**src/qnu_pkg.sv**
```systemverilog
// qnu_pkg: shared types and constants for the quaternion normalizer unit
// no dependencies

package qnu_pkg;

    localparam int unsigned LANES           = 4;
    localparam int unsigned COMP_W          = 16;
    localparam int unsigned SQ_W            = 32;
    localparam int unsigned SUM_W           = 34;
    localparam int unsigned ROOT_W          = 17;
    localparam int unsigned REM_W           = 19;
    localparam int unsigned OUT_FRAC_BITS_D = 14;

    typedef struct packed {
        logic              neg;
        logic [COMP_W-1:0] mag;
    } t_lane;

    typedef struct packed {
        logic              valid;
        logic [SUM_W-1:0]  n;
        logic [ROOT_W-1:0] root;
        logic [REM_W-1:0]  rem;
        t_lane [LANES-1:0] lanes;
    } t_sq;

endpackage

```
**src/qnu_sqrt_cell.sv**
```systemverilog
// qnu_sqrt_cell: one root digit of the square root chain, registered
// depends on qnu_pkg

module qnu_sqrt_cell (
    input  logic           i_clk,
    input  logic           i_rst_n,
    input  logic           i_en,
    input  qnu_pkg::t_sq   i_d,
    output qnu_pkg::t_sq   o_d
);
    logic [qnu_pkg::REM_W+1:0] t;
    logic [qnu_pkg::REM_W-1:0] trial;
    qnu_pkg::t_sq              n_d;
    qnu_pkg::t_sq              r_d;

    always_comb begin
        t     = {i_d.rem, i_d.n[qnu_pkg::SUM_W-1 -: 2]};
        trial = {i_d.root[qnu_pkg::REM_W-3:0], 2'b01};
        n_d   = i_d;
        n_d.n = {i_d.n[qnu_pkg::SUM_W-3:0], 2'b00};
        if (t >= {2'b00, trial}) begin
            n_d.rem  = qnu_pkg::REM_W'(t - {2'b00, trial});
            n_d.root = {i_d.root[qnu_pkg::ROOT_W-2:0], 1'b1};
        end else begin
            n_d.rem  = t[qnu_pkg::REM_W-1:0];
            n_d.root = {i_d.root[qnu_pkg::ROOT_W-2:0], 1'b0};
        end
    end

    always_ff @(posedge i_clk) begin
        if (!i_rst_n) begin
            r_d.valid <= 1'b0;
        end else if (i_en) begin
            r_d.valid <= n_d.valid;
        end
        if (i_en) begin
            r_d.n     <= n_d.n;
            r_d.root  <= n_d.root;
            r_d.rem   <= n_d.rem;
            r_d.lanes <= n_d.lanes;
        end
    end

    assign o_d = r_d;
endmodule

```
**config.mk**
```make
export PLATFORM = sky130hd
export DESIGN_NAME = qnu_sqrt_cell
export DESIGN_NICKNAME = d
export VERILOG_FILES = /design/src/qnu_pkg.sv /design/src/qnu_sqrt_cell.sv
export SDC_FILE = /design/constraint.sdc
export NUM_CORES = 1
export LEC_CHECK = 0
export BUFFER_PORTS_ARGS = -buffer_cell sky130_fd_sc_hd__clkbuf_2
export CORE_ASPECT_RATIO = 0.9
export CORE_UTILIZATION = 41
export CTS_CLUSTER_DIAMETER = 60
export DETAILED_ROUTE_END_ITERATION = 8
export PLACE_DENSITY = 0.86
export SLEW_MARGIN = 20
export SYNTH_ARGS = -nofsm -noshare
export SYNTH_HDL_FRONTEND = slang
export SYNTH_SLANG_ARGS = --single-unit
```
**constraint.sdc**
```tcl
create_clock -name i_clk -period 2.9 [get_ports i_clk]
set_clock_uncertainty 0.15 [all_clocks]
set_input_delay 0.58 -clock i_clk [delete_from_list [all_inputs] [get_ports i_clk]]
set_output_delay 0.58 -clock i_clk [all_outputs]
set_load 0.01 [all_outputs]
```
==> impl_results.md, run 1 <==
* Number of synthesized flops with an enable pin at 136
* Number of gates resized after cts at 0
* Warning count from the yosys run at 0
* CTS tree: done
* Placed cell area at around 7400 sq um
* Total count of max-transition violations in the final report at 0
* Number of nets with antenna violations after detailed routing at 0
* Ys async rst share at 0%
* Detailed Place HPWL at around 12 mm
* Startpoint type of the worst setup path: input pin
* Number of global-route vias before repair at roughly 4100
* RSZ-0062 raised after global routing: no
* Height of the die at 112 um
* Commonest cells after routing, fill and taps aside: sky130_fd_sc_hd__clkbuf_2, sky130_fd_sc_hd__edfxtp_1, sky130_fd_sc_hd__buf_4
* Pre-CTS setup slack at -177 ps
* Total clock sinks at approximately 140
* First-pass GRT wire length at 22.3 mm
* Total leakage power at approximately 0.0037 uW
* Count of inserted antenna diode cells at 0
* Total iterations of the first detailed-routing run at 4
* Die extent in x at roughly 120 um
* Average instance area after synthesis at 17.0 sq um
* Total of max-cap violations at 0
* Period Utilization, post-route at ~92%
* Starting density of the core at 42.8%
* Most used DFF post-synth: sky130_fd_sc_hd__edfxtp_1
* TritonCTS buffer count at 17
* WHS at 188 ps
* Hold buffer count at CTS at 0
* Clock input transition at the sequential cells of the worst setup and hold paths at roughly 60 ps
* Total global routing overflow at 0
* Global placement routability congestion at approximately 0.86
* Final critical-path setup slack at 243 ps
* Worst-path cell with the longest stage delay: sky130_fd_sc_hd__or2_4
* Core area at 12900 sq um
* Class of the most critical hold timing path: input pin to flop
* Number of DRC violations after detailed-routing iteration 0 at approximately 350
* Summed instance area of the synthesized netlist at between 5000 and 6000 sq um
* Pin count of the biggest net entering global routing at between 50 and 60
* Total global-route track usage at a little over a fifth
* Total negative slack for setup checks at 0 ps
* Type of the setup path with the least slack: input pin to flop
* Most frequent standard cell in the layout excluding fill and tap cells: sky130_fd_sc_hd__clkbuf_2
* Number of nets in the finished design at just over 800
* Routed wire per std cell at between 15 and 20 um
* Fraction of layout instances using a drive strength above 1 at between 50% and 60%
* Area overhead of the layout relative to synthesis at 45.0%
* Highest net fanout along the worst path at 18
* Synthesis-stage register bit count at ~140
* Die Outline Area at approximately 14000 sq um
* Minimum clock period at between 2000 and 3000 ps
* Count of endpoints failing hold in the final timing report at 0
* Critical path data arrival time at ~2700 ps
* Normalized max-slew margin at 64.7%
* Post-route DRC at 0
* Via total after detailed routing at 4082
* Clock latency at the later pin of the worst-skew pair at approximately 400 ps
* Quantity of I/O buffers inserted on ports at 278
* Post-Syn Instances at 325
* CTS max path bufs at 2
* Fill cell count at ~970
* Post-route cell area at 8030 sq um
* F_max at roughly 380 MHz
* Total power divided by cell area at about 670 nW/um^2
* Cell breakdown of the critical path: clkbuf_2 -> inv_1 -> ha_4 -> buf_4 -> a21oi_1 -> o21ai_2 -> a21o_1 -> a211o_1 -> or2_4 -> mux2_4
* VDD IR-drop max at ~380 uV
* Count of H-tree levels built during CTS at 4
* Slew of the pin with the lowest slew margin at about 530 ps
* Via density per instance at a little under 5
* Overall power after layout at approximately 5400 uW
* Initial antenna violation count at 1
* Crit. End Element: flop
* Row count at 39
* Final setup violation count at 0
* Count of different cell masters after synthesis at 54
* Sequential element share of the synthesized area at approximately 74%
* Critical path required time at approximately 2900 ps
* Total length of routed wires at 15.2 mm
* Clock root cell: sky130_fd_sc_hd__clkbuf_16
* Number of setup buffers added after CTS at 0
* Result of the run: finished clean
* Count of pins on the block boundary at approximately 280
* Highest cell delay on the worst timing path at around 380 ps
* Number of flip-flops under the largest register name at 137
[area by class of cell]
type	instances	area (sq um)	area share, %
Inverter	22	92.6	1.15
Tap cell	164	205	2.55
Clock inverter	12	150	1.87
Timing Repair Buffer	316	1710	21.3
Sequential cell	137	4100	51.1
Multi-Input combinational cell	159	1340	16.7
Clock buffer	19	433	5.39
[stage by stage]
stage,std cells,utilization (%)
floorplan,326,-
global placement,798,57.6
detailed placement,798,57.6
CTS,829,62.1
global route,829,62.1
finish,829,62.1
[Yosys cell counts (all sizes together) (2+ instances only)]
cell type / count / area, sq um
a311oi: 2 / 17.5
nor3: 7 / 35.0
or2: 2 / 15.0
nand2: 11 / 41.3
and3: 2 / 12.5
a211o: 2 / 17.5
o211ai: 2 / 15.0
nor2: 11 / 41.3
nand3: 2 / 10.0
ha: 19 / 238
a211oi: 3 / 22.5
a221oi: 2 / 17.5
mux2: 13 / 195
a21oi: 20 / 126
xnor2: 9 / 78.8
o21a: 2 / 15.0
nand4: 3 / 25.0
buf: 7 / 73.8
a21o: 6 / 45.0
o22ai: 2 / 12.5
xor2: 5 / 43.8
nand2b: 2 / 12.5
inv: 22 / 82.6
edfxtp: 136 / 4080
or3: 4 / 25.0
and2: 2 / 12.5
o21ai: 9 / 48.8
[final timing paths]
check / from / to / slack, ps / cells after the start
max reg2reg: o_d[138] / o_d[138] / 2130 / 2
min reg2reg: o_d[138] / o_d[138] / 400 / 2
max: i_d[101] / o_d[74] / 240 / 10
min: i_d[34] / o_d[34] / 190 / 1
[logic make-up (layout without fill, tap and decap cells)]
family                     after synthesis  in the layout  share of synthesized area, %
AOI/OAI and AO/OA                       58             58                          7.68
xor gates and xnor gates                14             14                          2.21
other                                    1              2                        0.0677
DFF                                    137            137                          74.1
buffers and inverters                   30            369                          2.89
adders and majority gates               19             19                          4.29
muxes                                   14             14                          3.70
and+or+nand+nor                         52             52                          5.08
[power breakdown]
| part | internal [uW] | switching [uW] | total, uW |
|---|---|---|---|
| registers | 2390 | 51.1 | 2440 |
| logic | 395 | 432 | 827 |
| clock network | 1340 | 794 | 2140 |
[metal layers]
metal	up-vias	global-route usage, %	share of wire, %	routed length, um
li1	1905	-	-	-
met1	1977	22.6	37	5580
met2	173	39.7	54	8250
met3	25	7.91	7.0	1070
met4	2	8.19	2.0	309
met5	-	0	0.072	11
[worst max-delay path, delay by kind of cell]
kind / cells / cell delay, ps
mux: 1 / 340
simple gates: 1 / 380
compound gates: 4 / 820
fa+ha+maj: 1 / 220
buf+inv: 3 / 320
No activity file was read; power rests on OpenSTA's default activity.
==> run 2, diff against run 1 <==
--- a/config.mk
+++ b/config.mk
@@ -8,6 +8,7 @@
 export BUFFER_PORTS_ARGS = -buffer_cell sky130_fd_sc_hd__clkbuf_2
 export CORE_ASPECT_RATIO = 0.9
 export CORE_UTILIZATION = 41
+export CTS_BUF_LIST = sky130_fd_sc_hd__clkbuf_16
 export CTS_CLUSTER_DIAMETER = 60
 export DETAILED_ROUTE_END_ITERATION = 8
 export PLACE_DENSITY = 0.86
==> run 2 against run 1 <==
  * Non-clock buffer count stayed put
  * Critical path type unchanged
  * Critical path depth stayed put
  * Largest power group unchanged
  * Utilization stayed put
  * Register-to-register slack hardly changed
  * Setup slack worse by 1.8 ps
==> impl_results.md, run 2 (synthesized netlist as in run 1, its figures left out) <==
* Hold buffer count at CTS at 0
* M3 GR Usage at between 7 and 8%
* Via density per instance at approximately 4.9
* Minimum clock period at between 2000 and 3000 ps
* Commonest cells after routing, fill and taps aside: sky130_fd_sc_hd__clkbuf_2, sky130_fd_sc_hd__edfxtp_1, sky130_fd_sc_hd__buf_4
* Number of flip-flops under the largest register name at 137
* Total count of max-transition violations in the final report at 0
* TritonCTS buffer count at 17
* Placed cells at 798
* Highest cell delay on the worst timing path at 380 ps
* CTS max path bufs at 2
* Number of nets with antenna violations after detailed routing at 0
* Clock group share of total power at about two fifths
* Cell breakdown of the critical path: clkbuf_2 -> inv_1 -> ha_4 -> buf_4 -> a21oi_1 -> o21ai_2 -> a21o_1 -> a211o_1 -> or2_4 -> mux2_4
* Count of endpoints failing hold in the final timing report at 0
* Initial antenna violation count at 1
* Non-filler instance count after layout at slightly above 800
* Worst reg2reg path depth at 2
* Fraction of layout instances using a drive strength above 1 at roughly 56%
* Class of the most critical hold timing path: input pin to flop
* Most frequent standard cell in the layout excluding fill and tap cells: sky130_fd_sc_hd__clkbuf_2
* Result of the run: finished clean
* Logic depth of the worst setup path including buffers at 10
* Area overhead of the layout relative to synthesis at 45.0%
* Total iterations of the first detailed-routing run at 4
* Combinational group share of total power at between 10% and 20%
* Post-route DRC at 0
* Slew of the pin with the lowest slew margin at 533 ps
* VDD IR-drop max at 379 uV
* Critical path data arrival time at around 2700 ps
* Quantity of I/O buffers inserted on ports at 278
* Fill cell count at slightly below 1000
* Routed wire per std cell at roughly 18 um
* Via total after detailed routing at 4077
* RSZ-0062 raised after global routing: no
* First-pass GRT wire length at between 20 and 25 mm
* Count of inserted antenna diode cells at 0
* WHS at approximately 190 ps
* Die extent in x at around 120 um
* Final setup violation count at 0
* Net switching share of the total power at around a quarter
* Total global-route track usage at 21.7%
* Sequential cell fraction of total power at around 45%
* Internal Power at 4120 uW
* Global placement routability congestion at around 0.86
* Global-route met1 utilization at between 20% and 30%
* CP bufs+invs at 3
* Total global routing overflow at 0
* Pin count of the biggest net entering global routing at between 50 and 60
* Switching Power at about 1300 uW
* Total power divided by cell area at roughly 670 nW/um^2
* Startpoint type of the worst setup path: input pin
* Count of pins on the block boundary at between 200 and 300
* Normalized max-slew margin at between 60 and 70%
* Highest net fanout along the worst path at 18
* Period Utilization, post-route at between 90% and 100%
* Total negative slack for setup checks at 0 ps
* Crit. End Element: flop
* Detailed Place HPWL at 11.8 mm
* Crit-path leading delay family: compound AO/OA/AOI/OAI gates
* Type of the setup path with the least slack: input pin to flop
* Total length of routed wires at approximately 15 mm
* Core area at 12900 sq um
* F_max at about 380 MHz
* Number of setup buffers added after CTS at 0
* Number of DRC violations after detailed-routing iteration 0 at 349
* Total clock sinks at roughly 140
* Height of the die at 112 um
* Total leakage power at about 0.0037 uW
* Row count at 39
* Global routing's busiest layer: met2
* Clock latency at the later pin of the worst-skew pair at between 400 and 500 ps
* Number of gates resized after cts at 0
* Total of max-cap violations at 0
* Hold depth at 1
* Worst-path cell with the longest stage delay: sky130_fd_sc_hd__or2_4
* CTS tree: done
* Die Outline Area at 14000 sq um
* Starting density of the core at between 40% and 50%
* Count of H-tree levels built during CTS at 4
* Clock root cell: sky130_fd_sc_hd__clkbuf_16
* Met2 track demand over resource in global routing at 39.7%
* Clock input transition at the sequential cells of the worst setup and hold paths at 60 ps
* Number of global-route vias before repair at between 4000 and 5000
* Critical path required time at 2900 ps
* Number of nets in the finished design at 814
## run 2: changes by cell type in the layout (fill, tap and decap cells not counted)
cell                       before  now
sky130_fd_sc_hd__clkbuf_1       2    0
sky130_fd_sc_hd__inv_1         20   22
## run 2: worst paths after layout
| path | startpoint | endpoint | slack (ps) |
|---|---|---|---|
| max reg2reg | o_d[138] | o_d[138] | 2130 |
| max | i_d[101] | o_d[74] | 240 |
| min reg2reg | o_d[138] | o_d[138] | 400 |
| min | i_d[34] | o_d[34] | 190 |
## run 2: metal layers
metal / up-vias / wire, um
met3: 25 / 1110
met4: 2 / 303
li1: 1906 / -
met2: 183 / 8260
met1: 1961 / 5500
met5: - / 11
## run 2: cell type report
class | instances | area (sq um) | area share (%)
sequential | 137 | 4100 | 51.1
timing repair buffer | 316 | 1710 | 21.3
multi-input combinational | 159 | 1340 | 16.7
clock buffer | 17 | 425 | 5.30
tap | 164 | 205 | 2.55
clock inverter | 14 | 158 | 1.96
inverter | 22 | 92.6 | 1.15
## run 2: stage by stage
stage	total power, uW	worst slack [ps]	util (%)	cell area [sq um]
after floorplan	2870	-39.0	-	5620
after global placement	3280	-161	57.6	7450
after detailed placement	3310	-177	57.6	7450
after CTS	5450	256	62.1	8030
after global routing	5590	160	62.1	8030
final	5400	242	62.1	8030
## run 2: power by group through the flow
stage	sequential, uW	clock, uW	combinational [uW]
CTS	2440	2170	834
floorplan	2570	0	297
detailed placement	2480	0	829
global route	2450	2250	888
finish	2440	2130	827
global placement	2470	0	805
==> run 3, diff against run 2 <==
--- a/config.mk
+++ b/config.mk
@@ -7,11 +7,11 @@
 export LEC_CHECK = 0
 export BUFFER_PORTS_ARGS = -buffer_cell sky130_fd_sc_hd__clkbuf_2
 export CORE_ASPECT_RATIO = 0.9
-export CORE_UTILIZATION = 41
+export CORE_UTILIZATION = 49
 export CTS_BUF_LIST = sky130_fd_sc_hd__clkbuf_16
 export CTS_CLUSTER_DIAMETER = 60
 export DETAILED_ROUTE_END_ITERATION = 8
-export PLACE_DENSITY = 0.86
+export PLACE_DENSITY = 0.95
 export SLEW_MARGIN = 20
 export SYNTH_ARGS = -nofsm -noshare
 export SYNTH_HDL_FRONTEND = slang
==> constraint.sdc (replaced) <==
create_clock -name i_clk -period 3.4 [get_ports i_clk]
set_clock_uncertainty 0.15 [all_clocks]
set_input_delay 0.68 -clock i_clk [delete_from_list [all_inputs] [get_ports i_clk]]
set_output_delay 0.68 -clock i_clk [all_outputs]
set_load 0.01 [all_outputs]
==> run 3 against run 2 <==
  * Largest cell class unchanged
  * Utilization rose by 8.6 points
  * Power is 17% lower
  * Critical path depth down 1
  * Die area is 16% lower
  * Non-clock buffer count fell by 27
  * Final cell count down 4.6%
  * Final area down 4.1%
  * Combinational power shrank 20%
  * Flip-flop and latch count did not move
  * Largest power group unchanged
  * Register-to-register slack improved by 520 ps
==> impl_results.md, run 3 (synthesized netlist as in run 1, its figures left out) <==
* Startpoint type of the worst setup path: input pin
* Number of DRC violations after detailed-routing iteration 0 at 330
* Post-route DRC at 0
* Normalized max-slew margin at about 62%
* Number of global-route vias before repair at 3893
* Cell breakdown of the critical path: clkbuf_2 -> inv_1 -> ha_1 -> nand4_2 -> or2_1 -> or4b_4 -> a21oi_4 -> or2_4 -> mux2_4
* Highest net fanout along the worst path at 20
* Period Utilization, post-route at a little under nine tenths
* Fraction of layout instances using a drive strength above 1 at a little over half
* CP bufs+invs at 2
* Result of the run: finished clean
* CTS tree: done
* Number of nets in the finished design at approximately 790
* TritonCTS buffer count at 17
* Hold buffer count at CTS at 0
* Total count of max-transition violations in the final report at 0
* Total global-route track usage at between 20% and 30%
* F_max at 344 MHz
* Count of pins on the block boundary at approximately 280
* Worst reg2reg path depth at 2
* Count of inserted antenna diode cells at 0
* Initial antenna violation count at 1
* Critical path data arrival time at 2920 ps
* Quantity of I/O buffers inserted on ports at 278
* First-pass GRT wire length at 20.8 mm
* Total power divided by cell area at around 580 nW/um^2
* Number of flip-flops under the largest register name at ~140
* Die extent in x at approximately 110 um
* Highest cell delay on the worst timing path at 510 ps
* Number of setup buffers added after CTS at 0
* Pin count of the biggest net entering global routing at 60
* CTS max path bufs at 2
* Slew of the pin with the lowest slew margin at approximately 570 ps
* Crit. End Element: flop
* Total global routing overflow at 0
* Critical path required time at about 3400 ps
* Worst flop-to-flop path endpoint: o_d[138]
* RSZ-0062 raised after global routing: no
* Total length of routed wires at between 10 and 15 mm
* Fill cell count at roughly 760
* WHS at between 200 and 300 ps
* Startpoint of the tightest hold check path: i_d[56]
* Global placement routability congestion at roughly 1
* Non-filler instance count after layout at between 700 and 800
* Worst-path cell with the longest stage delay: sky130_fd_sc_hd__or4b_4
* Overall power after layout at roughly 4500 uW
* Count of H-tree levels built during CTS at 4
* Commonest cells after routing, fill and taps aside: sky130_fd_sc_hd__clkbuf_2, sky130_fd_sc_hd__edfxtp_1, sky130_fd_sc_hd__inv_1
* Placed cells at 759
* Total leakage power at roughly 0.0035 uW
* Critical R2R Launch: o_d[138]
* Minimum clock period at 2910 ps
* Type of the setup path with the least slack: input pin to flop
* Starting density of the core at just over 50%
* Total clock sinks at about 140
* Worst Hold Path EP: o_d[56]
* VDD IR-drop max at ~370 uV
* Crit-path leading delay family: simple AND/OR/NAND/NOR gates
* Via density per instance at a little over 5
* Clock input transition at the sequential cells of the worst setup and hold paths at around 60 ps
* Total negative slack for setup checks at 0 ps
* Hold depth at 1
* Number of nets with antenna violations after detailed routing at 0
* Area occupied by registers at 4100 sq um
* Row count at 36
* Number of gates resized after cts at 0
* Area overhead of the layout relative to synthesis at 39.0%
* Count of endpoints failing hold in the final timing report at 0
* Clock latency at the later pin of the worst-skew pair at 410 ps
* Footprint of the multi-input gates at around 1300 sq um
* Core area at ~11000 sq um
* Height of the die at around 100 um
* Class of the most critical hold timing path: input pin to flop
* Clock root cell: sky130_fd_sc_hd__clkbuf_16
* Via total after detailed routing at 4038
* Final setup violation count at 0
* Routed wire per std cell at roughly 19 um
* Register-to-register setup slack at roughly 2700 ps
* Total of max-cap violations at 0
* Detailed Place HPWL at about 11 mm
* Die Outline Area at 11700 sq um
* Most frequent standard cell in the layout excluding fill and tap cells: sky130_fd_sc_hd__clkbuf_2
* Total iterations of the first detailed-routing run at 7
-- run 3: cell types whose count changed in the layout (fill, tap and decap cells not counted), sizes merged --
cell	previous run	this run
buf	39	12
clkinv	6	10
bufinv	3	1
inv	26	24
clkinvlp	1	2
-- run 3: power by group --
part	leakage (uW)	switching, uW	internal, uW
registers	0.00134	44.1	2040
logic	0.00190	357	301
clock network	0.000269	715	1010
total	0.00351	1120	3340
-- run 3: cell type report --
class                   instances  area share [%]
clock buffers                  17            5.52
flip-flops and latches        137            53.3
multi-input cells             159            16.6
repair buffers                289            19.4
clock inverters                15            1.67
inverters                      22            1.07
well taps                     152            2.47
-- run 3: layer usage --
metal  vias to the layer above  GRT usage (%)  routed length [um]
met1                      1963           27.4                5410
met2                       192           43.5                7870
met5                         -              0                   0
met3                        25           10.6                1380
li1                       1858              -                   -
met4                         0           8.09                 308
-- run 3: worst max-delay path by stage --
| stage | from | end | slack [ps] | cells past startpoint |
|---|---|---|---|---|
| 2_1_floorplan | i_d[100] | o_d[71] | 310 | 10 |
| 3_3_place_gp | i_d[102] | o_d[77] | 160 | 9 |
| 3_5_place_dp | i_d[102] | o_d[73] | 70 | 9 |
| 4_1_cts | i_d[102] | o_d[73] | 510 | 9 |
| 5_1_grt | i_d[96] | o_d[84] | 360 | 9 |
| 6_report | i_d[102] | o_d[73] | 490 | 9 |
-- run 3: worst reg2reg max path, delay by kind of cell, from the launching register on --
kind	cells	cell delay, ps
AND/OR/NAND/NOR	1	60
multiplexers	1	120
flip-flops	1	310
-- run 3: stage by stage --
stage	setup WS (ps)	utilization, %	instance area (sq um)
final	491	70.7	7700
after global routing	364	70.7	7700
after CTS	508	70.7	7700
after detailed placement	70.8	65.6	7150
after global placement	158	65.6	7150
after floorplan	309	-	5540
