File: src/qnu_pkg.sv
// qnu_pkg: shared types and constants for the quaternion normalizer unit
// no dependencies

package qnu_pkg;

    localparam int unsigned LANES           = 4;
    localparam int unsigned COMP_W          = 16;
    localparam int unsigned SQ_W            = 32;
    localparam int unsigned SUM_W           = 34;
    localparam int unsigned ROOT_W          = 17;
    localparam int unsigned REM_W           = 19;
    localparam int unsigned OUT_FRAC_BITS_D = 14;

    typedef struct packed {
        logic              neg;
        logic [COMP_W-1:0] mag;
    } t_lane;

    typedef struct packed {
        logic              valid;
        logic [SUM_W-1:0]  n;
        logic [ROOT_W-1:0] root;
        logic [REM_W-1:0]  rem;
        t_lane [LANES-1:0] lanes;
    } t_sq;

endpackage

File: src/qnu_div_cell.sv
// qnu_div_cell: one quotient bit for all four lanes of the divide chain, registered
// depends on qnu_pkg

module qnu_div_cell #(
    parameter int unsigned QW = qnu_pkg::OUT_FRAC_BITS_D + 1
) (
    input  logic                        i_clk,
    input  logic                        i_rst_n,
    input  logic                        i_en,
    input  logic                        i_valid,
    input  logic [qnu_pkg::ROOT_W-1:0]  i_mag,
    input  logic [qnu_pkg::LANES-1:0]   i_neg,
    input  logic [qnu_pkg::ROOT_W-1:0]  i_rem  [qnu_pkg::LANES],
    input  logic [QW-1:0]               i_bits [qnu_pkg::LANES],
    input  logic [QW-1:0]               i_quo  [qnu_pkg::LANES],
    output logic                        o_valid,
    output logic [qnu_pkg::ROOT_W-1:0]  o_mag,
    output logic [qnu_pkg::LANES-1:0]   o_neg,
    output logic [qnu_pkg::ROOT_W-1:0]  o_rem  [qnu_pkg::LANES],
    output logic [QW-1:0]               o_bits [qnu_pkg::LANES],
    output logic [QW-1:0]               o_quo  [qnu_pkg::LANES]
);
    logic [qnu_pkg::ROOT_W:0]   t      [qnu_pkg::LANES];
    logic [qnu_pkg::ROOT_W-1:0] n_rem  [qnu_pkg::LANES];
    logic [QW-1:0]              n_quo  [qnu_pkg::LANES];
    logic                       r_valid;
    logic [qnu_pkg::ROOT_W-1:0] r_mag;
    logic [qnu_pkg::LANES-1:0]  r_neg;
    logic [qnu_pkg::ROOT_W-1:0] r_rem  [qnu_pkg::LANES];
    logic [QW-1:0]              r_bits [qnu_pkg::LANES];
    logic [QW-1:0]              r_quo  [qnu_pkg::LANES];

    always_comb begin
        for (int i = 0; i < qnu_pkg::LANES; i++) begin
            t[i] = {i_rem[i], i_bits[i][QW-1]};
            if (t[i] >= {1'b0, i_mag}) begin
                n_rem[i] = qnu_pkg::ROOT_W'(t[i] - {1'b0, i_mag});
                n_quo[i] = {i_quo[i][QW-2:0], 1'b1};
            end else begin
                n_rem[i] = t[i][qnu_pkg::ROOT_W-1:0];
                n_quo[i] = {i_quo[i][QW-2:0], 1'b0};
            end
        end
    end

    always_ff @(posedge i_clk) begin
        if (!i_rst_n) begin
            r_valid <= 1'b0;
        end else if (i_en) begin
            r_valid <= i_valid;
        end
        if (i_en) begin
            r_mag <= i_mag;
            r_neg <= i_neg;
            for (int i = 0; i < qnu_pkg::LANES; i++) begin
                r_rem[i]  <= n_rem[i];
                r_bits[i] <= {i_bits[i][QW-2:0], 1'b0};
                r_quo[i]  <= n_quo[i];
            end
        end
    end

    assign o_valid = r_valid;
    assign o_mag   = r_mag;
    assign o_neg   = r_neg;
    assign o_rem   = r_rem;
    assign o_bits  = r_bits;
    assign o_quo   = r_quo;
endmodule

File: config.mk
export PLATFORM = sky130hd
export DESIGN_NAME = qnu_div_cell
export DESIGN_NICKNAME = d
export VERILOG_FILES = /design/src/qnu_pkg.sv /design/src/qnu_div_cell.sv
export SDC_FILE = /design/constraint.sdc
export NUM_CORES = 1
export LEC_CHECK = 0
export BUFFER_PORTS_ARGS = -buffer_cell sky130_fd_sc_hd__buf_2
export CAP_MARGIN = 20
export CELL_PAD_IN_SITES_DETAIL_PLACEMENT = 1
export CELL_PAD_IN_SITES_GLOBAL_PLACEMENT = 2
export CORE_ASPECT_RATIO = 1.2
export CORE_MARGIN = 2
export CORE_UTILIZATION = 31
export DETAILED_ROUTE_END_ITERATION = 8
export GPL_ROUTABILITY_DRIVEN = 0
export PLACE_DENSITY_LB_ADDON = 0.1
export SLEW_MARGIN = 20
export SYNTH_ARGS = -nofsm -noshare
export SYNTH_HDL_FRONTEND = slang
export SYNTH_SLANG_ARGS = --single-unit
File: constraint.sdc
create_clock -name i_clk -period 3 [get_ports i_clk]
set_clock_uncertainty 0.1 [all_clocks]
set_input_delay 0.3 -clock i_clk [delete_from_list [all_inputs] [get_ports i_clk]]
set_output_delay 0.3 -clock i_clk [all_outputs]
set_load 0.03 [all_outputs]
==> flow_metrics.py, run 1 <==
metrics = {
    "outcome": {
        "outcome": "completed",
    },
    "placement": {
        "placed_cell_area_um2": 13700,
        "port_buffers": 414,
        "dp_slack_ns": 0.00974,
        "dp_hpwl_um": 32800,
        "placedCellCount": 1743,
    },
    "setup_path": {
        "reg2reg_depth": 3,
        "cp-end-kind": "flop",
        "crit_buf_inv": 5,
        "r2r_slack_ns": 1.62,
        "critical_path.top_delay_family": "buffers and inverters",
        "worst_ep_required_time_ns": 3.17,
        "cpPeakStageDelay_ns": 0.60,
        "regToRegStartpoint": "o_valid",
        "r2r-end": "o_valid",
        "slowest_stage": "dlygate4sd3_1",
        "cp-endpoint": "o_rem[43]",
        "cp-startpoint": "i_mag[13]",
        "crit_path_max_fanout": 11,
        "crit_chain": "dlygate4sd3_1 > buf_2 > inv_1 > ha_1 > a21oi_1 > o21ai_1 > a311oi_1 > a21oi_2 > buf_4 > buf_4 > nand3_1 > o21ai_0",
        "cp-start-kind": "input port",
        "cp.depth": 12,
        "cp.arrival_ns": 3.10,
        "cpMostUsedCell": "buf_4",
        "path_class": "input port to flop",
    },
    "cts": {
        "htree_levels": 1,
        "clk_transition_reported_paths_ns": 0.07,
        "clock_sinks": 206,
        "cts_buffers": 23,
        "cts_tree": "built",
        "clk_latency_ns": 0.52,
        "cts_root_buffer": "clkbuf_16",
        "cts_max_path_buffers": 3,
    },
    "global_routing": {
        "grt.total_usage_pct": 23.8,
        "antenna_found_initial": 10,
        "overflow": 0,
        "grt_max_degree": 59,
        "grt_pass1_wl_um": 64200,
        "grt_pass1_vias": 10100,
    },
    "sta": {
        "hold_viol": 0,
        "finalCritPeriodShare_pct": 97.6,
        "fmax_mhz": 341,
        "tns_ns": 0,
        "fin_crit_ns": 2.93,
        "rsz0062_at_grt": "true",
        "slew_viol_final": 0,
        "setup_slack_ns": 0.0707,
        "setup_viol": 0,
    },
    "power_and_ir_drop": {
        "p_sw_uw": 2940,
        "combPwrFrac_pct": 28.9,
        "swShare_pct": 31.9,
        "leakagePower_uw": 0.00698,
        "power_frac_clock_pct": 31.8,
        "cellPowerDensity_nw_per_um2": 574,
        "intPower_uw": 6300,
        "ir_drop_uv": 379,
        "p_seq_share_pct": 39.3,
    },
    "die": {
        "die_w_um": 174,
        "num_rows": 74,
        "core_um2": 34000,
        "dieArea_um2": 36000,
        "io_pins": 423,
        "initial_utilization_pct": 31.5,
        "die_y_um": 207,
    },
    "detailed_routing": {
        "drt_iter0_markers": 349,
        "route.detailed.drc": 0,
        "route.antenna.remaining_nets": 0,
        "drtPass1Iterations": 6,
        "routed_wl_um": 43700,
        "wl_per_cell_um": 22.5,
        "routed_via_density": 4.83,
        "route.vias.total": 9395,
    },
    "hold_path": {
        "hp-class": "input port to flop",
    },
    "finish": {
        "synthToLayoutAreaGrowth_pct": 50.5,
        "finalNetCount": 1760,
        "drive_gt1_share_pct": 37.9,
        "fillers": 3700,
        "multiInputGateArea_um2": 4270,
        "finalNonFillerCells": 1947,
        "regArea_um2": 6180,
        "design_area_um2": 16100,
        "final_util_pct": 47.4,
    },
    "yosys": {
        "syn_avg_cell_area_um2": 12.8,
        "syn_inst": 836,
        "ys_seq_area_share_pct": 57.7,
        "ys_ff_latch": 206,
        "synthFlopType": "edfxtp_1",
        "synth_edf_count": 205,
        "syn_area_um2": 10700,
        "ys_warn_count": 0,
        "postSynth.asyncResetShare_pct": 0,
        "synth_cell_types": 76,
    },
    "job": {
        "drv_cap": 0,
    },
}
[kinds of logic after synthesis]
| family | Yosys count | synth area share (%) |
|---|---|---|
| adder cells (fa/ha/maj) | 72 | 8.70 |
| XOR/XNOR | 45 | 3.69 |
| buffers and inverters | 60 | 2.63 |
| AO/OA/AOI/OAI | 238 | 14.8 |
| other | 1 | 0.0351 |
| flip-flops | 206 | 57.7 |
| AND/OR/NAND/NOR | 180 | 8.35 |
| multiplexers | 34 | 4.02 |
[power groups by stage]
stage / sequential [uW] / clock [uW] / combinational (uW)
floorplan: 4310 / 0 / 918
global placement: 3680 / 0 / 2460
detailed placement: 3680 / 0 / 2480
CTS: 3630 / 3010 / 2670
global route: 3660 / 3100 / 2880
finish: 3630 / 2940 / 2670
[routing by layer]
layer | share of wire [%] | up-vias | global-route usage [%]
met3 | 9.1 | 88 | 8.86
li1 | - | 4481 | -
met2 | 47 | 336 | 40.4
met1 | 39 | 4478 | 27.1
met5 | 0.18 | - | 0
met4 | 4.2 | 12 | 9.47
[layout make-up]
| class | instances | area share [%] |
|---|---|---|
| timing repair buffer | 631 | 26.0 |
| multi-input combinational | 573 | 26.5 |
| tap | 456 | 3.54 |
| sequential | 206 | 38.4 |
| inverter | 40 | 0.956 |
| clock inverter | 12 | 1.01 |
| clock buffer | 25 | 3.62 |
| antenna | 4 | 0.0622 |
[sequential cells by signal, summed over array words and instances (netlist names)]
signal,count
o_bits,56
o_mag,17
o_neg,4
o_quo,60
o_rem,68
o_valid,1
[through the flow]
stage / hold slack, ns / total power [uW]
floorplan: 0.299 / 5230
global placement: 0.376 / 6140
detailed placement: 0.378 / 6160
CTS: 0.000426 / 9310
global route: 0.0170 / 9630
finish: 0.0233 / 9240
[timing repair]
item,4_1_cts,5_1_grt
hold endpoints to repair,157,0
resized for setup,0,5
setup buffers,0,5
endpoints found under the setup margin,0,38
hold buffers,158,0
[cells in the mapped netlist, types with 6 or more instances]
| library cell | number | area share, % |
|---|---|---|
| nand3_1 | 12 | 0.56 |
| nor2_1 | 68 | 2.4 |
| buf_4 | 7 | 0.49 |
| mux2_4 | 14 | 2.0 |
| nand2_1 | 28 | 0.98 |
| a21oi_1 | 74 | 3.5 |
| xnor2_1 | 26 | 2.1 |
| o21ai_1 | 8 | 0.37 |
| a211oi_1 | 10 | 0.70 |
| mux2_2 | 16 | 1.7 |
| o21bai_1 | 10 | 0.70 |
| inv_1 | 39 | 1.4 |
| xor2_1 | 19 | 1.6 |
| o31ai_1 | 8 | 0.56 |
| nor3_1 | 13 | 0.61 |
| o21ai_0 | 38 | 1.8 |
| a31oi_1 | 12 | 0.70 |
| buf_2 | 6 | 0.28 |
| o21a_1 | 12 | 0.84 |
| nand4_1 | 10 | 0.58 |
| a21o_1 | 23 | 1.6 |
| ha_1 | 68 | 8.0 |
| nand2b_1 | 7 | 0.41 |
| edfxtp_1 | 205 | 58 |
| nor2b_1 | 10 | 0.58 |
[worst min-delay path by stage]
stage / start / to / cells after the start
floorplan: i_bits[9] / o_bits[10] / 0
global placement: i_quo[54] / o_quo[55] / 1
detailed placement: i_quo[37] / o_quo[38] / 1
CTS: i_rem[7] / o_rem[8] / 2
global route: i_rem[11] / o_rem[12] / 2
finish: i_rem[7] / o_rem[8] / 2
[placed cells by master, fill, tap and decap left out, drive strengths merged, types with 3 or more instances in the layout]
| master | n |
|---|---|
| a211oi | 15 |
| a21o | 23 |
| a21oi | 76 |
| a31oi | 13 |
| and2 | 4 |
| and3 | 3 |
| buf | 472 |
| bufinv | 4 |
| clkbuf | 26 |
| clkinv | 6 |
| clkinvlp | 3 |
| conb | 4 |
| diode | 4 |
| dlygate4sd3 | 158 |
| edfxtp | 205 |
| fa | 4 |
| ha | 68 |
| inv | 39 |
| mux2 | 30 |
| mux2i | 4 |
| nand2 | 28 |
| nand2b | 7 |
| nand3 | 12 |
| nand4 | 11 |
| nor2 | 69 |
| nor2b | 10 |
| nor3 | 13 |
| nor3b | 3 |
| nor4b | 3 |
| o211ai | 5 |
| o21a | 13 |
| o21ai | 47 |
| o21bai | 10 |
| o31a | 4 |
| o31ai | 9 |
| or2 | 4 |
| or3 | 3 |
| xnor2 | 26 |
| xor2 | 19 |
Note: power is estimated with default switching activity, not from simulation.
==> run 2, diff against run 1 <==
--- a/config.mk
+++ b/config.mk
@@ -14,7 +14,7 @@
 export CORE_UTILIZATION = 31
 export DETAILED_ROUTE_END_ITERATION = 8
 export GPL_ROUTABILITY_DRIVEN = 0
-export PLACE_DENSITY_LB_ADDON = 0.1
+export PLACE_DENSITY = 0.92
 export SLEW_MARGIN = 20
 export SYNTH_ARGS = -nofsm -noshare
 export SYNTH_HDL_FRONTEND = slang
==> flow_metrics.py, run 2 (synthesis results as in run 1) <==
metrics = {
    "cts": {
        "htree_levels": 1,
        "cts_tree": "built",
        "cts_buffers": 25,
        "clk_latency_ns": 0.52,
        "clk_transition_reported_paths_ns": 0.07,
        "cts_max_path_buffers": 3,
        "cts_root_buffer": "clkbuf_16",
        "clock_sinks": 206,
    },
    "setup_path": {
        "slowest_stage": "dlygate4sd3_1",
        "cp.arrival_ns": 3.20,
        "crit_path_max_fanout": 6,
        "cp-end-kind": "flop",
        "path_class": "input port to flop",
        "critical_path.top_delay_family": "buffers and inverters",
        "crit_buf_inv": 3,
        "crit_chain": "dlygate4sd3_1 > buf_2 > inv_1 > ha_1 > a211oi_2 > o21ai_2 > a31oi_4 > nor3_1 > or4b_1 > o211a_1",
        "cp-start-kind": "input port",
        "worst_ep_required_time_ns": 3.18,
        "cpPeakStageDelay_ns": 0.54,
    },
    "die": {
        "die_y_um": 207,
        "initial_utilization_pct": 31.5,
        "die_w_um": 174,
        "core_um2": 34000,
        "num_rows": 74,
        "dieArea_um2": 36000,
        "io_pins": 423,
    },
    "power_and_ir_drop": {
        "cellPowerDensity_nw_per_um2": 578,
        "ir_drop_uv": 353,
        "leakagePower_uw": 0.00704,
    },
    "global_routing": {
        "grt_pass1_wl_um": 66800,
        "grt.total_usage_pct": 24.7,
        "overflow": 0,
        "grt_pass1_vias": 10600,
        "antenna_found_initial": 14,
        "grt_max_degree": 53,
    },
    "detailed_routing": {
        "route.antenna.remaining_nets": 0,
        "drtPass1Iterations": 5,
        "routed_wl_um": 46100,
        "wl_per_cell_um": 23.5,
        "route.detailed.drc": 0,
        "routed_via_density": 5.01,
        "drt_iter0_markers": 547,
        "route.vias.total": 9828,
    },
    "finish": {
        "design_area_um2": 16300,
        "synthToLayoutAreaGrowth_pct": 52.2,
        "finalNonFillerCells": 1962,
        "drive_gt1_share_pct": 38.8,
        "finalNetCount": 1766,
        "fillers": 3719,
        "final_cell_mix": "buf_2, edfxtp_1, dlygate4sd3_1",
        "largest_reg_flops": 68,
        "layout_commonest_cell": "buf_2",
    },
    "sta": {
        "worst_pin_slew_ns": 0.533,
        "hold_ws_ns": 0.0206,
        "finalCritPeriodShare_pct": 101,
        "setup_slack_ns": -0.0183,
        "slew-limit-headroom_pct": 64.4,
        "hold_viol": 0,
        "slew_viol_final": 0,
        "fin_crit_ns": 3.02,
        "fmax_mhz": 331,
        "rsz0062_at_grt": "true",
        "setup_viol": 1,
    },
    "job": {
        "drv_cap": 0,
    },
    "hold_path": {
        "hp-class": "input port to flop",
    },
    "placement": {
        "port_buffers": 414,
        "placed_cell_area_um2": 13800,
        "placedCellCount": 1750,
        "dp_hpwl_um": 31500,
    },
    "outcome": {
        "outcome": "complete, but fails checks",
        "violations": "setup timing",
    },
}
## run 2: cell types whose count changed in the layout (fill, tap and decap cells not counted), sizes merged
| cell | before | now |
|---|---|---|
| clkbuf | 26 | 31 |
| dlygate4sd3 | 158 | 156 |
| inv | 39 | 42 |
| diode | 4 | 7 |
| buf | 472 | 478 |
| clkinv | 6 | 8 |
| bufinv | 4 | 2 |
## run 2: through the flow
stage                     power (uW)  setup WS (ns)  TNS, ns  util, %
after global routing            9790        -0.0970    -1.36     47.9
after detailed placement        6140         0.0284        0     40.5
final                           9410        -0.0183  -0.0183     47.9
after floorplan                 5230          0.451        0        -
after CTS                       9360         0.0129        0     47.5
after global placement          6080         0.0764        0     40.5
## run 2: final cells by class
| class | count | area (um^2) | share of cell area [%] |
|---|---|---|---|
| clock inverter | 15 | 154 | 0.946 |
| antenna | 7 | 17.5 | 0.108 |
| timing repair buffer | 635 | 4230 | 26.0 |
| sequential | 206 | 6180 | 37.9 |
| clock buffer | 30 | 654 | 4.02 |
| inverter | 40 | 158 | 0.969 |
| tap | 456 | 571 | 3.51 |
| multi-input combinational | 573 | 4320 | 26.5 |
## run 2: worst min-delay path, stage by stage
cell	delay, ns
buf_2	0.09
mux2i_1	0.09
nor2b_1	0.13
## run 2: what timing repair did
item	CTS	global route
hold endpoints to repair	156	0
buffers inserted	0	4
gates resized for setup	0	13
hold buffers	156	0
endpoints found under the setup margin	0	40
## run 2: where the power goes
| part | switching, uW | leakage (uW) | internal (uW) |
|---|---|---|---|
| clock network | 1300 | 0.000395 | 1750 |
| registers | 107 | 0.00202 | 3550 |
| logic | 1670 | 0.00463 | 1030 |
| total | 3090 | 0.00704 | 6330 |
## run 2: final timing paths
path	from	end	slack (ns)	cells after the start
max	i_mag[2]	o_rem[33]	-0.02	10
min	i_valid	o_valid	0.02	3
max reg2reg	o_valid	o_valid	2.20	2
min reg2reg	o_valid	o_valid	0.52	2
## run 2: per-layer routing
layer | routed length, um | track usage, % | vias up
li1 | - | - | 4503
met1 | 18000 | 28.0 | 4833
met2 | 23200 | 44.3 | 374
met3 | 2480 | 4.71 | 110
met4 | 2360 | 11.9 | 8
met5 | 54 | 0 | -
==> run 3, diff against run 2 <==
--- a/config.mk
+++ b/config.mk
@@ -10,10 +10,11 @@
 export CELL_PAD_IN_SITES_DETAIL_PLACEMENT = 1
 export CELL_PAD_IN_SITES_GLOBAL_PLACEMENT = 2
 export CORE_ASPECT_RATIO = 1.2
-export CORE_MARGIN = 2
+export CORE_MARGIN = 5
 export CORE_UTILIZATION = 31
 export DETAILED_ROUTE_END_ITERATION = 8
 export GPL_ROUTABILITY_DRIVEN = 0
+export HOLD_SLACK_MARGIN = 0.1
 export PLACE_DENSITY = 0.92
 export SLEW_MARGIN = 20
 export SYNTH_ARGS = -nofsm -noshare
==> flow_metrics.py, run 3 (synthesis results as in run 1) <==
metrics = {
    "hold_path": {
        "hold-path-cell-count": 3,
        "worstHoldStart": "i_rem[47]",
        "hp-class": "input port to flop",
        "hold_path_end": "o_rem[48]",
    },
    "die": {
        "core_um2": 34100,
        "dieArea_um2": 38300,
        "die_y_um": 213,
        "num_rows": 74,
        "io_pins": 423,
        "die_w_um": 180,
        "initial_utilization_pct": 31.4,
    },
    "sta": {
        "fmax_mhz": 339,
        "setup_viol": 0,
        "finalCritPeriodShare_pct": 98.3,
        "hold_viol": 0,
        "hold_ws_ns": 0.139,
        "fin_crit_ns": 2.95,
        "slew-limit-headroom_pct": 56.5,
        "slew_viol_final": 0,
        "worst_pin_slew_ns": 0.652,
        "tns_ns": 0,
    },
    "finish": {
        "final_cell_mix": "buf_2, edfxtp_1, dlygate4sd3_1",
        "final_util_pct": 49.2,
        "finalNetCount": 1811,
        "layout_commonest_cell": "buf_2",
        "drive_gt1_share_pct": 37.7,
        "largest_reg_flops": 68,
        "synthToLayoutAreaGrowth_pct": 56.7,
    },
    "setup_path": {
        "slowest_stage": "dlygate4sd3_1",
        "cp-startpoint": "i_mag[13]",
        "cpPeakStageDelay_ns": 0.54,
        "crit_buf_inv": 4,
        "critical_path.top_delay_family": "buffers and inverters",
        "worst_ep_required_time_ns": 3.18,
        "r2r-end": "o_valid",
        "cp-start-kind": "input port",
        "path_class": "input port to flop",
        "reg2reg_depth": 3,
        "crit_chain": "dlygate4sd3_1 > buf_2 > inv_1 > buf_4 > ha_1 > a21oi_1 > nor2b_1 > o31ai_1 > o311ai_2 > xor2_1 > mux2_2",
        "r2r_slack_ns": 1.68,
        "regToRegStartpoint": "o_valid",
        "cp.arrival_ns": 3.13,
        "cp-end-kind": "flop",
        "crit_path_max_fanout": 7,
    },
    "cts": {
        "cts_buffers": 25,
        "htree_levels": 1,
        "cts_tree": "built",
        "clk_latency_ns": 0.52,
        "cts_max_path_buffers": 3,
        "cts_root_buffer": "clkbuf_16",
        "clock_sinks": 206,
        "clk_transition_reported_paths_ns": 0.06,
    },
    "global_routing": {
        "overflow": 0,
        "grt.total_usage_pct": 24.0,
        "grt_pass1_wl_um": 70000,
        "grt_pass1_vias": 10800,
        "grt_max_degree": 72,
        "antenna_found_initial": 10,
    },
    "power_and_ir_drop": {
        "swShare_pct": 32.7,
        "ir_drop_uv": 462,
        "leakagePower_uw": 0.00726,
        "intPower_uw": 6420,
        "p_sw_uw": 3130,
        "power_frac_clock_pct": 32.7,
        "p_seq_share_pct": 38.2,
        "cellPowerDensity_nw_per_um2": 570,
        "combPwrFrac_pct": 29.1,
    },
    "detailed_routing": {
        "route.detailed.drc": 0,
        "route.vias.total": 9976,
        "routed_wl_um": 48500,
        "route.antenna.remaining_nets": 0,
        "drtPass1Iterations": 5,
        "routed_via_density": 4.99,
        "drt_iter0_markers": 436,
        "wl_per_cell_um": 24.3,
    },
    "outcome": {
        "outcome": "completed",
    },
    "placement": {
        "dp_hpwl_um": 33900,
        "port_buffers": 414,
    },
    "job": {
        "drv_cap": 0,
    },
}
[run 3: cell count changes in the layout (fill, tap and decap cells not counted), sizes merged]
cell          delta
dlygate4sd3     +43
diode            -5
clkbuf           -3
clkinvlp         +2
buf              +1
bufinv           +1
clkinv           -1
dlymetal6s4s     +1
[run 3: worst max path at each step]
stage                      to  slack (ns)  depth (start not counted)
floorplan           o_rem[33]        0.45                          8
finish              o_rem[16]        0.05                         11
global route         o_rem[1]       -0.02                         11
detailed placement  o_rem[16]       0.003                         10
CTS                 o_rem[56]        0.01                         10
global placement    o_rem[66]        0.12                         11
[run 3: power by group through the flow]
stage | Sequential (uW) | Clock [uW] | Combinational [uW]
finish | 3650 | 3120 | 2780
global route | 3670 | 3320 | 2950
global placement | 3680 | 0 | 2450
detailed placement | 3690 | 0 | 2500
floorplan | 4310 | 0 | 918
CTS | 3640 | 3160 | 2740
[run 3: routing by layer]
metal	share of wire (%)	track usage [%]	routed length [um]
met1	40	28.7	19400
met4	4.0	9.01	1940
met3	6.2	5.29	3020
met5	0.014	0	7
met2	50	42.8	24200
[run 3: what timing repair did]
item / 4_1_cts / 5_1_grt
endpoints found under the hold margin: 199 / 0
setup buffers: 0 / 2
gates resized for setup: 0 / 15
setup endpoints to repair: 0 / 32
hold buffers: 200 / 0
[run 3: area by class of cell]
| cell class | count | area [um^2] |
|---|---|---|
| antenna | 2 | 5.00 |
| multi-input combinational | 573 | 4290 |
| sequential | 206 | 6180 |
| timing repair buffer | 680 | 4740 |
| fill | 3770 | 17300 |
| clock buffer | 27 | 633 |
| clock inverter | 17 | 186 |
| tap | 456 | 571 |
| inverter | 40 | 156 |
[run 3: through the flow]
step	cells	power, uW	setup WS (ns)	cell area (um^2)
3_3_place_gp	1753	6130	0.122	13900
2_1_floorplan	839	5230	0.451	10700
6_report	2001	9550	0.0505	16800
4_1_cts	1997	9540	0.0114	16700
3_5_place_dp	1753	6190	0.00275	13900
5_1_grt	2000	9950	-0.0160	16800
[run 3: worst min-delay path, stage by stage]
cell and delay [ns]:
buf_2 0.11, nor2_1 0.05, a21oi_1 0.16
